## src/rtl/core/afm_pkg.sv

```systemverilog
// ----------------------------------------------------------------------------
// afm_pkg
// shared widths, register indexes and reset values for the analog fault monitor
// ----------------------------------------------------------------------------
`timescale 1ns / 1ps

package afm_pkg;

    // sample and register widths
    localparam int SAMPLE_W = 12;
    localparam int NUM_REGS = 8;
    localparam int REG_IDX_W = $clog2(NUM_REGS);

    // signed excess accumulator width
    localparam int ACC_W = 17;

    // default tuning values
    localparam int DEF_TEMP_RELEASE_LEVEL = 610;
    localparam int DEF_VOLT_DEBOUNCE = 10;
    localparam int DEF_TEMP_DEBOUNCE = 5000;
    localparam int DEF_CURRENT_BUDGET = 150;

    // configuration register indexes
    localparam logic [REG_IDX_W-1:0] REG_VOLT_HIGH_TRIP    = 3'd0;
    localparam logic [REG_IDX_W-1:0] REG_VOLT_HIGH_RELEASE = 3'd1;
    localparam logic [REG_IDX_W-1:0] REG_VOLT_LOW_TRIP     = 3'd2;
    localparam logic [REG_IDX_W-1:0] REG_VOLT_LOW_RELEASE  = 3'd3;
    localparam logic [REG_IDX_W-1:0] REG_CURR_TRIP_LEVEL   = 3'd4;
    localparam logic [REG_IDX_W-1:0] REG_CURR_LIMIT_LEVEL  = 3'd5;
    localparam logic [REG_IDX_W-1:0] REG_TEMP_LOW_TRIP     = 3'd6;
    localparam logic [REG_IDX_W-1:0] REG_CURRENT_OFFSET    = 3'd7;

    // register reset values
    localparam logic [SAMPLE_W-1:0] RST_VOLT_HIGH_TRIP    = 12'd1636;
    localparam logic [SAMPLE_W-1:0] RST_VOLT_HIGH_RELEASE = 12'd1596;
    localparam logic [SAMPLE_W-1:0] RST_VOLT_LOW_TRIP     = 12'd684;
    localparam logic [SAMPLE_W-1:0] RST_VOLT_LOW_RELEASE  = 12'd725;
    localparam logic [SAMPLE_W-1:0] RST_CURR_TRIP_LEVEL   = 12'd1096;
    localparam logic [SAMPLE_W-1:0] RST_CURR_LIMIT_LEVEL  = 12'd958;
    localparam logic [SAMPLE_W-1:0] RST_TEMP_LOW_TRIP     = 12'd500;
    localparam logic [SAMPLE_W-1:0] RST_CURRENT_OFFSET    = 12'd0;

    // one result transaction
    typedef struct packed {
        logic                over_voltage;
        logic                under_voltage;
        logic                over_temperature;
        logic                over_current;
        logic                restrict_duty;
        logic [SAMPLE_W-1:0] peak_current;
    } t_result;

endpackage

```

## src/rtl/core/afm_sample_if.sv

```systemverilog
// ----------------------------------------------------------------------------
// afm_sample_if
// valid/ready channel carrying one tick of converter samples
// ----------------------------------------------------------------------------
`timescale 1ns / 1ps

interface afm_sample_if
    import afm_pkg::*;
();
    logic                valid;
    logic                ready;
    logic [SAMPLE_W-1:0] voltage_sample;
    logic [SAMPLE_W-1:0] current_sample;
    logic [SAMPLE_W-1:0] temperature_sample;

    modport source (
        output valid, voltage_sample, current_sample, temperature_sample,
        input  ready
    );
    modport sink (
        input  valid, voltage_sample, current_sample, temperature_sample,
        output ready
    );
endinterface

```

## src/rtl/core/afm_status_if.sv

```systemverilog
// ----------------------------------------------------------------------------
// afm_status_if
// valid/ready channel carrying the alarm flags and peak current of one tick
// ----------------------------------------------------------------------------
`timescale 1ns / 1ps

interface afm_status_if
    import afm_pkg::*;
();
    logic                valid;
    logic                ready;
    logic                over_voltage;
    logic                under_voltage;
    logic                over_temperature;
    logic                over_current;
    logic                restrict_duty;
    logic [SAMPLE_W-1:0] peak_current;

    modport source (
        output valid, over_voltage, under_voltage, over_temperature, over_current,
               restrict_duty, peak_current,
        input  ready
    );
    modport sink (
        input  valid, over_voltage, under_voltage, over_temperature, over_current,
               restrict_duty, peak_current,
        output ready
    );
endinterface

```

## src/rtl/core/analog_fault_monitor_unit.sv

```systemverilog
// ----------------------------------------------------------------------------
// path: an accepted sample transaction is held in the sample register, then
//   its status goes to the status register; one transaction per cycle while
//   the status channel does not stall, set by the state update between them
// reset: synchronous active-low i_rst_n clears all alarms, counters, the
//   accumulator and the peak, and loads the default threshold registers
// ----------------------------------------------------------------------------
// analog_fault_monitor_unit
// per-tick supervision of bus voltage, current and temperature samples
// ----------------------------------------------------------------------------
`timescale 1ns / 1ps

module analog_fault_monitor_unit
    import afm_pkg::*;
#(
    parameter int TEMP_RELEASE_LEVEL = DEF_TEMP_RELEASE_LEVEL,
    parameter int VOLT_DEBOUNCE      = DEF_VOLT_DEBOUNCE,
    parameter int TEMP_DEBOUNCE      = DEF_TEMP_DEBOUNCE,
    parameter int CURRENT_BUDGET     = DEF_CURRENT_BUDGET
) (
    input  logic                 i_clk,
    input  logic                 i_rst_n,
    // configuration write port
    input  logic                 i_cfg_we,
    input  logic [REG_IDX_W-1:0] i_cfg_addr,
    input  logic [SAMPLE_W-1:0]  i_cfg_wdata,
    // sample transactions in, status transactions out
    afm_sample_if.sink           i_sample,
    afm_status_if.source         o_status
);

    // debounce counters reach at most debounce + 1 before clearing
    localparam int VC_W = $clog2(VOLT_DEBOUNCE + 2);
    localparam int TC_W = $clog2(TEMP_DEBOUNCE + 2);

    // accumulator math is done one bit wider so a clamp can be detected
    localparam int AX_W = ACC_W + 1;
    localparam logic signed [AX_W-1:0] ACC_MAX = AX_W'((1 << (ACC_W - 1)) - 1);
    localparam logic signed [AX_W-1:0] ACC_MIN = -AX_W'(1 << (ACC_W - 1));
    localparam logic signed [AX_W-1:0] BUDGET  = AX_W'(CURRENT_BUDGET);

    localparam logic [VC_W-1:0]     VOLT_DEB  = VC_W'(VOLT_DEBOUNCE);
    localparam logic [TC_W-1:0]     TEMP_DEB  = TC_W'(TEMP_DEBOUNCE);
    localparam logic [SAMPLE_W-1:0] TEMP_REL  = SAMPLE_W'(TEMP_RELEASE_LEVEL);

    // ------------------------------------------------------------------
    // threshold registers
    // ------------------------------------------------------------------
    logic [SAMPLE_W-1:0] r_volt_high_trip, r_volt_high_release;
    logic [SAMPLE_W-1:0] r_volt_low_trip, r_volt_low_release;
    logic [SAMPLE_W-1:0] r_curr_trip_level, r_curr_limit_level;
    logic [SAMPLE_W-1:0] r_temp_low_trip, r_current_offset;

    always_ff @(posedge i_clk) begin
        if (!i_rst_n) begin
            r_volt_high_trip    <= RST_VOLT_HIGH_TRIP;
            r_volt_high_release <= RST_VOLT_HIGH_RELEASE;
            r_volt_low_trip     <= RST_VOLT_LOW_TRIP;
            r_volt_low_release  <= RST_VOLT_LOW_RELEASE;
            r_curr_trip_level   <= RST_CURR_TRIP_LEVEL;
            r_curr_limit_level  <= RST_CURR_LIMIT_LEVEL;
            r_temp_low_trip     <= RST_TEMP_LOW_TRIP;
            r_current_offset    <= RST_CURRENT_OFFSET;
        end else if (i_cfg_we) begin
            case (i_cfg_addr)
                REG_VOLT_HIGH_TRIP:    r_volt_high_trip    <= i_cfg_wdata;
                REG_VOLT_HIGH_RELEASE: r_volt_high_release <= i_cfg_wdata;
                REG_VOLT_LOW_TRIP:     r_volt_low_trip     <= i_cfg_wdata;
                REG_VOLT_LOW_RELEASE:  r_volt_low_release  <= i_cfg_wdata;
                REG_CURR_TRIP_LEVEL:   r_curr_trip_level   <= i_cfg_wdata;
                REG_CURR_LIMIT_LEVEL:  r_curr_limit_level  <= i_cfg_wdata;
                REG_TEMP_LOW_TRIP:     r_temp_low_trip     <= i_cfg_wdata;
                REG_CURRENT_OFFSET:    r_current_offset    <= i_cfg_wdata;
                default: ;
            endcase
        end
    end

    // ------------------------------------------------------------------
    // pipeline handshake: sample register feeds status register
    // ------------------------------------------------------------------
    logic                r_in_valid;
    logic [SAMPLE_W-1:0] r_volt, r_curr, r_temp;
    logic                r_out_valid;
    t_result             r_res;
    logic                in_take;
    logic                advance;

    // the update fires when the sample register holds a transaction and the
    // status register is empty or being drained this cycle
    assign advance        = r_in_valid && (!r_out_valid || o_status.ready);
    assign i_sample.ready = !r_in_valid || advance;
    assign in_take        = i_sample.valid && i_sample.ready;

    always_ff @(posedge i_clk) begin
        if (!i_rst_n) begin
            r_in_valid <= 1'b0;
        end else if (i_sample.ready) begin
            r_in_valid <= i_sample.valid;
        end
    end

    // sample payload, no reset needed
    always_ff @(posedge i_clk) begin
        if (in_take) begin
            r_volt <= i_sample.voltage_sample;
            r_curr <= i_sample.current_sample;
            r_temp <= i_sample.temperature_sample;
        end
    end

    // ------------------------------------------------------------------
    // monitor state
    // ------------------------------------------------------------------
    logic                    r_ov_alarm, r_uv_alarm, r_ot_alarm, r_oc_alarm;
    logic [VC_W-1:0]         r_ov_count, r_uv_count;
    logic [TC_W-1:0]         r_ot_trip_count, r_ot_release_count;
    logic signed [ACC_W-1:0] r_acc;
    logic [SAMPLE_W-1:0]     r_peak;

    logic                    n_ov_alarm, n_uv_alarm, n_ot_alarm, n_oc_alarm;
    logic [VC_W-1:0]         n_ov_count, n_uv_count;
    logic [TC_W-1:0]         n_ot_trip_count, n_ot_release_count;
    logic signed [ACC_W-1:0] n_acc;
    logic [SAMPLE_W-1:0]     n_peak;
    logic                    n_restrict;

    // helper values
    logic [VC_W-1:0]         ov_inc, uv_inc;
    logic [TC_W-1:0]         ot_trip_inc, ot_rel_inc;
    logic [SAMPLE_W-1:0]     curr_corr;
    logic [SAMPLE_W-1:0]     curr_excess;
    logic signed [AX_W-1:0]  acc_ext, acc_sum, acc_add, acc_dec;

    assign ov_inc      = r_ov_count + VC_W'(1);
    assign uv_inc      = r_uv_count + VC_W'(1);
    assign ot_trip_inc = r_ot_trip_count + TC_W'(1);
    assign ot_rel_inc  = r_ot_release_count + TC_W'(1);

    // offset removal with floor at zero
    assign curr_corr   = (r_curr > r_current_offset) ? (r_curr - r_current_offset)
                                                     : '0;
    assign curr_excess = curr_corr - r_curr_trip_level;

    assign acc_ext = AX_W'(r_acc);
    assign acc_sum = acc_ext + signed'({1'b0, {(AX_W - SAMPLE_W - 1){1'b0}}, curr_excess});
    // excess is never negative, so only the upper bound can be hit
    assign acc_add = (acc_sum > ACC_MAX) ? ACC_MAX : acc_sum;
    assign acc_dec = ((acc_ext - AX_W'(1)) < ACC_MIN) ? ACC_MIN : (acc_ext - AX_W'(1));

    always_comb begin
        n_ov_alarm         = r_ov_alarm;
        n_uv_alarm         = r_uv_alarm;
        n_ot_alarm         = r_ot_alarm;
        n_oc_alarm         = r_oc_alarm;
        n_ov_count         = r_ov_count;
        n_uv_count         = r_uv_count;
        n_ot_trip_count    = r_ot_trip_count;
        n_ot_release_count = r_ot_release_count;
        n_acc              = r_acc;
        n_peak             = r_peak;
        n_restrict         = 1'b0;

        // over-voltage: consecutive debounce, immediate release
        if (r_ov_alarm) begin
            if (r_volt < r_volt_high_release) begin
                n_ov_alarm = 1'b0;
            end
        end else if (r_volt > r_volt_high_trip) begin
            if (ov_inc > VOLT_DEB) begin
                n_ov_count = '0;
                n_ov_alarm = 1'b1;
            end else begin
                n_ov_count = ov_inc;
            end
        end else begin
            n_ov_count = '0;
        end

        // under-voltage: mirror of the above
        if (r_uv_alarm) begin
            if (r_volt > r_volt_low_release) begin
                n_uv_alarm = 1'b0;
            end
        end else if (r_volt < r_volt_low_trip) begin
            if (uv_inc > VOLT_DEB) begin
                n_uv_count = '0;
                n_uv_alarm = 1'b1;
            end else begin
                n_uv_count = uv_inc;
            end
        end else begin
            n_uv_count = '0;
        end

        // over-temperature: release count is cumulative, never cleared
        // by ticks at or below the release level
        if (r_ot_alarm) begin
            if (r_temp > TEMP_REL) begin
                if (ot_rel_inc > TEMP_DEB) begin
                    n_ot_release_count = '0;
                    n_ot_alarm         = 1'b0;
                end else begin
                    n_ot_release_count = ot_rel_inc;
                end
            end
        end else if (r_temp < r_temp_low_trip) begin
            if (ot_trip_inc > TEMP_DEB) begin
                n_ot_trip_count = '0;
                n_ot_alarm      = 1'b1;
            end else begin
                n_ot_trip_count = ot_trip_inc;
            end
        end else begin
            n_ot_trip_count = '0;
        end

        // current: restrict above limit; there, integrate excess above trip or else step down
        if (curr_corr > r_curr_limit_level) begin
            n_restrict = 1'b1;
            if (curr_corr > r_curr_trip_level) begin
                if (acc_add > BUDGET) begin
                    n_acc      = '0;
                    n_oc_alarm = 1'b1;
                end else begin
                    n_acc = acc_add[ACC_W-1:0];
                end
            end else begin
                n_acc = acc_dec[ACC_W-1:0];
            end
        end else begin
            // leak toward zero, a negative value snaps to zero
            if (r_acc > ACC_W'(0)) begin
                n_acc = r_acc - ACC_W'(1);
            end else begin
                n_acc = '0;
            end
            n_oc_alarm = 1'b0;
        end

        if (curr_corr > r_peak) begin
            n_peak = curr_corr;
        end
    end

    always_ff @(posedge i_clk) begin
        if (!i_rst_n) begin
            r_ov_alarm         <= 1'b0;
            r_uv_alarm         <= 1'b0;
            r_ot_alarm         <= 1'b0;
            r_oc_alarm         <= 1'b0;
            r_ov_count         <= '0;
            r_uv_count         <= '0;
            r_ot_trip_count    <= '0;
            r_ot_release_count <= '0;
            r_acc              <= '0;
            r_peak             <= '0;
        end else if (advance) begin
            r_ov_alarm         <= n_ov_alarm;
            r_uv_alarm         <= n_uv_alarm;
            r_ot_alarm         <= n_ot_alarm;
            r_oc_alarm         <= n_oc_alarm;
            r_ov_count         <= n_ov_count;
            r_uv_count         <= n_uv_count;
            r_ot_trip_count    <= n_ot_trip_count;
            r_ot_release_count <= n_ot_release_count;
            r_acc              <= n_acc;
            r_peak             <= n_peak;
        end
    end

    // ------------------------------------------------------------------
    // status register
    // ------------------------------------------------------------------
    always_ff @(posedge i_clk) begin
        if (!i_rst_n) begin
            r_out_valid <= 1'b0;
        end else begin
            r_out_valid <= advance || (r_out_valid && !o_status.ready);
        end
    end

    always_ff @(posedge i_clk) begin
        if (advance) begin
            r_res.over_voltage     <= n_ov_alarm;
            r_res.under_voltage    <= n_uv_alarm;
            r_res.over_temperature <= n_ot_alarm;
            r_res.over_current     <= n_oc_alarm;
            r_res.restrict_duty    <= n_restrict;
            r_res.peak_current     <= n_peak;
        end
    end

    assign o_status.valid            = r_out_valid;
    assign o_status.over_voltage     = r_res.over_voltage;
    assign o_status.under_voltage    = r_res.under_voltage;
    assign o_status.over_temperature = r_res.over_temperature;
    assign o_status.over_current     = r_res.over_current;
    assign o_status.restrict_duty    = r_res.restrict_duty;
    assign o_status.peak_current     = r_res.peak_current;

endmodule

```

## src/flat_wrapper.sv

```systemverilog
// flat-port wrapper written by rule: the top's interface ports become plain ports
module analog_fault_monitor_unit_flat import afm_pkg::*;
#(
    parameter int TEMP_RELEASE_LEVEL = DEF_TEMP_RELEASE_LEVEL,
    parameter int VOLT_DEBOUNCE      = DEF_VOLT_DEBOUNCE,
    parameter int TEMP_DEBOUNCE      = DEF_TEMP_DEBOUNCE,
    parameter int CURRENT_BUDGET     = DEF_CURRENT_BUDGET
)
  (i_clk, i_rst_n, i_cfg_we, i_cfg_addr, i_cfg_wdata, i_sample_valid, i_sample_voltage_sample, i_sample_current_sample, i_sample_temperature_sample, i_sample_ready, o_status_valid, o_status_over_voltage, o_status_under_voltage, o_status_over_temperature, o_status_over_current, o_status_restrict_duty, o_status_peak_current, o_status_ready);
  afm_sample_if i_sample_i ();
  afm_status_if o_status_i ();
  input  logic i_clk;
  input  logic i_rst_n;
  input  logic i_cfg_we;
  input  logic [REG_IDX_W-1:0] i_cfg_addr;
  input  logic [SAMPLE_W-1:0] i_cfg_wdata;
  input wire logic [$bits(i_sample_i.valid)-1:0] i_sample_valid;
  input wire logic [$bits(i_sample_i.voltage_sample)-1:0] i_sample_voltage_sample;
  input wire logic [$bits(i_sample_i.current_sample)-1:0] i_sample_current_sample;
  input wire logic [$bits(i_sample_i.temperature_sample)-1:0] i_sample_temperature_sample;
  output wire logic [$bits(i_sample_i.ready)-1:0] i_sample_ready;
  output wire logic [$bits(o_status_i.valid)-1:0] o_status_valid;
  output wire logic [$bits(o_status_i.over_voltage)-1:0] o_status_over_voltage;
  output wire logic [$bits(o_status_i.under_voltage)-1:0] o_status_under_voltage;
  output wire logic [$bits(o_status_i.over_temperature)-1:0] o_status_over_temperature;
  output wire logic [$bits(o_status_i.over_current)-1:0] o_status_over_current;
  output wire logic [$bits(o_status_i.restrict_duty)-1:0] o_status_restrict_duty;
  output wire logic [$bits(o_status_i.peak_current)-1:0] o_status_peak_current;
  input wire logic [$bits(o_status_i.ready)-1:0] o_status_ready;
  assign i_sample_i.valid = i_sample_valid;
  assign i_sample_i.voltage_sample = i_sample_voltage_sample;
  assign i_sample_i.current_sample = i_sample_current_sample;
  assign i_sample_i.temperature_sample = i_sample_temperature_sample;
  assign i_sample_ready = i_sample_i.ready;
  assign o_status_valid = o_status_i.valid;
  assign o_status_over_voltage = o_status_i.over_voltage;
  assign o_status_under_voltage = o_status_i.under_voltage;
  assign o_status_over_temperature = o_status_i.over_temperature;
  assign o_status_over_current = o_status_i.over_current;
  assign o_status_restrict_duty = o_status_i.restrict_duty;
  assign o_status_peak_current = o_status_i.peak_current;
  assign o_status_i.ready = o_status_ready;
  analog_fault_monitor_unit #(.TEMP_RELEASE_LEVEL(TEMP_RELEASE_LEVEL), .VOLT_DEBOUNCE(VOLT_DEBOUNCE), .TEMP_DEBOUNCE(TEMP_DEBOUNCE), .CURRENT_BUDGET(CURRENT_BUDGET)) u_core (.i_clk(i_clk), .i_rst_n(i_rst_n), .i_cfg_we(i_cfg_we), .i_cfg_addr(i_cfg_addr), .i_cfg_wdata(i_cfg_wdata), .i_sample(i_sample_i), .o_status(o_status_i));
endmodule
```

## config.mk

```make
export PLATFORM = sky130hd
export DESIGN_NAME = analog_fault_monitor_unit_flat
export DESIGN_NICKNAME = d
export VERILOG_FILES = /design/src/rtl/core/afm_pkg.sv /design/src/rtl/core/afm_sample_if.sv /design/src/rtl/core/afm_status_if.sv /design/src/rtl/core/analog_fault_monitor_unit.sv /design/src/flat_wrapper.sv
export SDC_FILE = /design/constraint.sdc
export NUM_CORES = 1
export LEC_CHECK = 0
export ABC_AREA = 1
export BUFFER_PORTS_ARGS = -buffer_cell sky130_fd_sc_hd__buf_2
export CAP_MARGIN = 20
export CORE_MARGIN = 2
export CORE_UTILIZATION = 50
export CTS_CLUSTER_SIZE = 12
export DETAILED_ROUTE_END_ITERATION = 10
export MAX_ROUTING_LAYER = met4
export PLACE_DENSITY_LB_ADDON = 0.15
export SYNTH_ARGS = -nofsm -noshare
export SYNTH_HDL_FRONTEND = slang
export SYNTH_SLANG_ARGS = --single-unit
```

## constraint.sdc

```tcl
create_clock -name i_clk -period 11.46 [get_ports i_clk]
set_input_delay 1.719 -clock i_clk [delete_from_list [all_inputs] [get_ports i_clk]]
set_output_delay 1.719 -clock i_clk [all_outputs]
set_load 0.02 [all_outputs]
```

==> results.toml, run 1 <==
[status]
status = "complete, no violations"

[worst_setup_path]
crit_start = "u_core.r_curr[0]"
worstPathRequired_ns = 11.86
reg2reg_from = "u_core.r_curr[0]"
cp_num_buf_inv = 4
critical_path.top_delay_family = "simple AND/OR/NAND/NOR gates"
path_class = "reg -> reg"
critPathArrivalTime_ns = 6.71
crit_path_start_kind = "register"
worstPathMaxFanout = 18
worst_setup_path_end_kind = "register"
cpMostUsedCell = "nand2_1"
critPathSlowestCell = "nor3_1"
cpPeakStageDelay_ns = 0.75

[synthesis]
synth.largest_area_cell = "dfxtp_1"
avgSynthCellArea_um2 = 7.58
synth-seq-cells = 218
yosys-top-cells-area = "dfxtp_1 25%, edfxtp_1 12%, ha_1 12%, nand2_1 9.4%, inv_1 7.4%"
synth_top_area_share_pct = 24.9
yosysWarnings = 0
synth_edf_count = 53
synth.distinct_cells = 55
async_flop_share_pct = 0
syn-cell-area_mm2 = 0.0132
synth_cells = 1747
ys_seq_area_share_pct = 36.9
yosys-top-cells-count = "332 x nand2_1, 262 x inv_1, 179 x a21oi_1"
yosysMostFrequentCell = "nand2_1"
syn-num-nets = 1932
synthFlopType = "dfxtp_1"

[global_route]
use_met3_pct = 2.64
busiest_layer = "met2"
grt_pass1_vias = 10647
grt_pass1_wl_um = 52600
grt_usage_pct = 23.3
met2_usage_pct = 37.7
grt_use_met1_pct = 31.6
antenna_found_initial = 0
globalRouteOverflowTotal = 0
grt_max_degree = 64

[place]
pre_cts_ws_ns = 5.26
dpl.hpwl_um = 22600
portBuffers = 74
gp_congestion = 0.886

[cts]
cts_max_level = 1
path_clk_slew_ns = 0.06
clock_latency_ns = 0.56
holdBufCountCts = 0
clockBufferDepth = 3
root_buffer = "clkbuf_16"
cts_buffers = 26
postCtsSetupRepairBufs = 0
clock-sinks = 218
cts_resized = 0
cts_tree = "built"

[pwr]
cellLeakagePower_nw = 6.62
p_per_area_mw_per_mm2 = 185
irDropWorstVdd_uv = 221

[timing]
fin_ws_ns = 5.15
drv_slew = 0
finalHoldViolCount = 0
post-route-min-period_ns = 6.31
worst_slew_pin_slew_ns = 0.879
rsz0062_at_grt = "false"
setup_viol = 0
period_share_pct = 55.1
tns_ns = 0
slew_headroom_pct = 41.0
skew_ns = 0.0284
fmax_ghz = 0.158

[floorplan]
io_pins = 75
core_mm2 = 0.0261
die_y_um = 167
start_util_pct = 50.8
dieArea_mm2 = 0.0278
row_count = 59
die_w_um = 167

[worst_hold_path]
min_path_type = "reg -> reg"
min_from = "u_core.r_temp_low_trip[0]"

[final_layout]
drive_gt1_share_pct = 10.8
final_nets = 1992
areaGrowthSynthToFinish_pct = 11.6
antenna_cells = 0

[route]
drt_iter0_markers = 780
via_per_inst = 5.23
post-route-drc-count = 0
dr.pass1.iters = 6
wirelength_um = 31500
post_drt_wl_per_cell_um = 14.6
antenna_left = 0
via_count = 11305

[run]
cap_violations = 0
[per-stage QoR]
stage	area [um2]	power (mW)	hold slack, ns	utilization (%)	instances
after floorplan	13200	1.68	0.424	-	1747
after global placement	13900	1.88	0.442	53.2	2112
after detailed placement	13900	1.89	0.446	53.2	2112
after CTS	14800	2.74	0.455	56.6	2159
after global routing	14800	2.92	0.472	56.8	2161
final	14800	2.73	0.453	56.8	2161
[registers in the layout, summed over array words and instances, names as in the netlist, 4 cells and up]
register and cells:
u_core.r_volt_low_release 12, u_core.r_uv_count 4, u_core.r_ot_release_count 13, u_core.r_curr_trip_level 12, u_core.r_ot_trip_count 13, u_core.r_ov_count 4, u_core.r_current_offset 12, u_core.r_curr 12
u_core.r_volt_low_trip 12, u_core.r_curr_limit_level 12, u_core.o_status.peak_current 12, u_core.r_volt_high_release 12, u_core.r_volt_high_trip 12, u_core.r_volt 12, u_core.r_acc 17, u_core.r_peak 12
u_core.r_temp 12, u_core.r_temp_low_trip 12
[worst reg2reg max path: cells and delay by family, from the launching register on]
family | cells | cell delay [ns]
compound gates | 8 | 1.00
xor+xnor | 1 | 0.08
fa+ha+maj | 4 | 1.19
buf+inv | 4 | 0.27
flops | 1 | 0.32
simple gates | 26 | 3.28
[cell type report]
class / instances / area [um2]
clock buffer: 35 / 744
timing repair buffer: 84 / 460
sequential: 218 / 4890
fill: 2461 / 11300
tap: 335 / 419
clock inverter: 12 / 145
inverter: 280 / 1050
multi-input combinational: 1197 / 7080
[cells by family (layout without fill, tap and decap cells)]
| kind of cell | after synthesis | count (layout) | share of synthesized area (%) |
|---|---|---|---|
| and+or+nand+nor | 605 | 605 | 20.2 |
| AOI/OAI and AO/OA | 411 | 411 | 17.4 |
| buffers and inverters | 332 | 411 | 9.64 |
| DFF | 218 | 218 | 36.9 |
| adders and majority gates | 129 | 129 | 12.4 |
| xor gates and xnor gates | 52 | 52 | 3.44 |
[routing by layer]
metal | wire [um] | part of all wire [%] | vias up
li1 | - | - | 5902
met1 | 15200 | 48 | 5131
met2 | 14200 | 45 | 230
met3 | 1350 | 4.3 | 42
met4 | 705 | 2.2 | 0
met5 | 0 | 0 | -
[cells in the final DEF (no fill, tap or decap), drive strengths merged, types with 4 or more instances in the layout]
| cell | instances |
|---|---|
| a211oi | 8 |
| a21oi | 191 |
| a31oi | 6 |
| buf | 84 |
| clkbuf | 35 |
| clkinv | 10 |
| dfxtp | 165 |
| edfxtp | 53 |
| ha | 126 |
| inv | 277 |
| nand2 | 353 |
| nand3 | 67 |
| nand3b | 13 |
| nand4 | 17 |
| nor2 | 125 |
| nor3 | 17 |
| nor4 | 4 |
| o211ai | 45 |
| o21a | 4 |
| o21ai | 137 |
| o21bai | 5 |
| o22ai | 4 |
| or2 | 4 |
| xnor2 | 19 |
| xor2 | 33 |
[where the power goes]
group / internal [mW] / leakage (nW) / total [mW] / switching [mW]
Combinational: 0.365 / 4.34 / 0.993 / 0.628
Sequential: 0.846 / 1.86 / 0.896 / 0.0499
Clock: 0.502 / 0.429 / 0.842 / 0.339
[worst paths after layout]
kind	cells past startpoint	end	slack (ns)
min	2	u_core.r_temp_low_trip[0]	0.45
max	43	u_core.r_acc[4]	5.15
max reg2reg	43	u_core.r_acc[4]	5.15
min reg2reg	2	u_core.r_temp_low_trip[0]	0.45
(Power assumes the default switching activity.)
==> run 2: changes to the inputs <==
==> constraint.sdc (replaced) <==
create_clock -name i_clk -period 6.5 [get_ports i_clk]
set_input_delay 0.975 -clock i_clk [delete_from_list [all_inputs] [get_ports i_clk]]
set_output_delay 0.975 -clock i_clk [all_outputs]
set_load 0.02 [all_outputs]
==> run 2 against run 1 <==
  * Count of clock-buffer cells in the layout grew 1
  * Sequential share of layout area fell by 0.081 points
  * Routed wire length increased by 2.4%
  * Largest cell class unchanged
  * Highest routed layer unchanged
==> results.toml, run 2 (same netlist as run 1, synthesis figures left out) <==
[status]
status = "complete, no violations"

[worst_hold_path]
holdPathStages = 2
min_from = "u_core.r_temp_low_trip[0]"
hold-path-endpoint = "u_core.r_temp_low_trip[0]"
min_path_type = "reg -> reg"

[cts]
cts_max_level = 1
clockBufferDepth = 3
cts_buffers = 26
clock_latency_ns = 0.54
holdBufCountCts = 0
cts_resized = 0
postCtsSetupRepairBufs = 0
path_clk_slew_ns = 0.06
clock-sinks = 218
cts_tree = "built"
root_buffer = "clkbuf_16"

[worst_setup_path]
reg2reg_to = "u_core.r_acc[3]"
reg2reg_from = "u_core.r_curr[0]"
cpMostUsedCell = "nand2_1"
critPathArrivalTime_ns = 6.11
critical_path.top_delay_family = "simple AND/OR/NAND/NOR gates"
worst_setup_path_end_kind = "register"
path_class = "reg -> reg"
cp_num_buf_inv = 4
r2r_setup_slack_ns = 0.79
crit_path_start_kind = "register"
critPathSlowestCell = "fa_1"
rr_worst_depth = 43
cpPeakStageDelay_ns = 0.38
worstPathRequired_ns = 6.90
worstPathMaxFanout = 18

[route]
wirelength_um = 32300
antenna_left = 0
post_drt_wl_per_cell_um = 14.9
drt_iter0_markers = 887
via_per_inst = 5.30
post-route-drc-count = 0
via_count = 11483
dr.pass1.iters = 5

[floorplan]
die_w_um = 167
dieArea_mm2 = 0.0278
row_count = 59
die_y_um = 167
core_mm2 = 0.0261
start_util_pct = 50.8
io_pins = 75

[final_layout]
final_nets = 1995
reg_top3 = "u_core.r_acc: 17 flops, u_core.r_ot_release_count: 13 flops, u_core.r_ot_trip_count: 13 flops"
largest_register_ffs = 17
final_common_cell = "nand2_1"
areaGrowthSynthToFinish_pct = 11.9
largest-register = "u_core.r_acc"
mostFrequentLayoutCells = "331 x nand2_1, 262 x inv_1, 179 x a21oi_1, 165 x dfxtp_1, 133 x o21ai_0"
drive_gt1_share_pct = 10.9
fin_area_mm2 = 0.0148
antenna_cells = 0
instances_no_fill = 2165
n_fill_cell = 2429

[timing]
tns_ns = 0
setup_viol = 0
post-route-min-period_ns = 5.71
skew_ns = 0.00962
worst_slew_pin_slew_ns = 1.04
finalHoldViolCount = 0
drv_slew = 0
period_share_pct = 87.9
fmax_ghz = 0.175
rsz0062_at_grt = "false"
slew_headroom_pct = 30.3

[place]
gp_congestion = 0.879
portBuffers = 74
placed_cells = 2115
dpl.hpwl_um = 23100
placed_cell_area_mm2 = 0.0139

[global_route]
grt_pass1_vias = 10885
globalRouteOverflowTotal = 0
grt_usage_pct = 23.9
grt_pass1_wl_um = 53400
grt_max_degree = 60
antenna_found_initial = 0

[pwr]
p_per_area_mw_per_mm2 = 327
cellLeakagePower_nw = 6.64
irDropWorstVdd_uv = 254

[run]
cap_violations = 0
-- run 2: layout make-up --
| type | instances | area, um2 | share of cell area [%] |
|---|---|---|---|
| multi-input cells | 1197 | 7080 | 47.8 |
| flip-flops and latches | 218 | 4890 | 33.0 |
| inverters | 280 | 1050 | 7.09 |
| clock buffers | 36 | 728 | 4.91 |
| repair buffers | 87 | 495 | 3.34 |
| well taps | 335 | 419 | 2.83 |
| clock inverters | 12 | 155 | 1.05 |
-- run 2: worst register-to-register path, delay by kind of cell, from the launching register on --
kind / cells / cell delay (ns)
simple gates: 26 / 2.57
flops: 1 / 0.35
buf+inv: 4 / 0.24
xor+xnor: 1 / 0.08
fa+ha+maj: 4 / 1.24
compound gates: 8 / 1.11
-- run 2: metal layers --
layer,GRT usage [%],wire length [um],part of all wire [%]
met5,-,0,0
met3,2.76,1600,5.0
met1,32.0,15500,48
met2,38.8,14600,45
met4,5.73,554,1.7
-- run 2: metrics by stage --
stage | worst slack [ns] | utilization (%) | power, mW | hold slack [ns]
global route | 0.0167 | 56.9 | 5.18 | 0.473
finish | 0.790 | 56.9 | 4.86 | 0.448
floorplan | 1.21 | - | 2.97 | 0.424
CTS | 0.630 | 56.7 | 4.86 | 0.452
global placement | 0.806 | 53.3 | 3.32 | 0.443
detailed placement | 0.653 | 53.3 | 3.35 | 0.444
-- run 2: worst max path at each step --
stage	from	end	depth (start not counted)
final	u_core.r_curr[0]	u_core.r_acc[3]	43
after global routing	u_core.r_curr[0]	u_core.r_acc[1]	43
after CTS	u_core.r_curr[0]	u_core.r_acc[3]	43
after detailed placement	u_core.r_curr[0]	u_core.r_acc[3]	43
after global placement	u_core.r_curr[0]	u_core.r_acc[0]	43
after floorplan	u_core.r_curr[0]	u_core.r_acc[10]	44
-- run 2: where the power goes --
part | internal (mW) | switching [mW] | leakage (nW)
sequential | 1.49 | 0.0897 | 1.86
clock | 0.904 | 0.593 | 0.421
combinational | 0.652 | 1.12 | 4.36
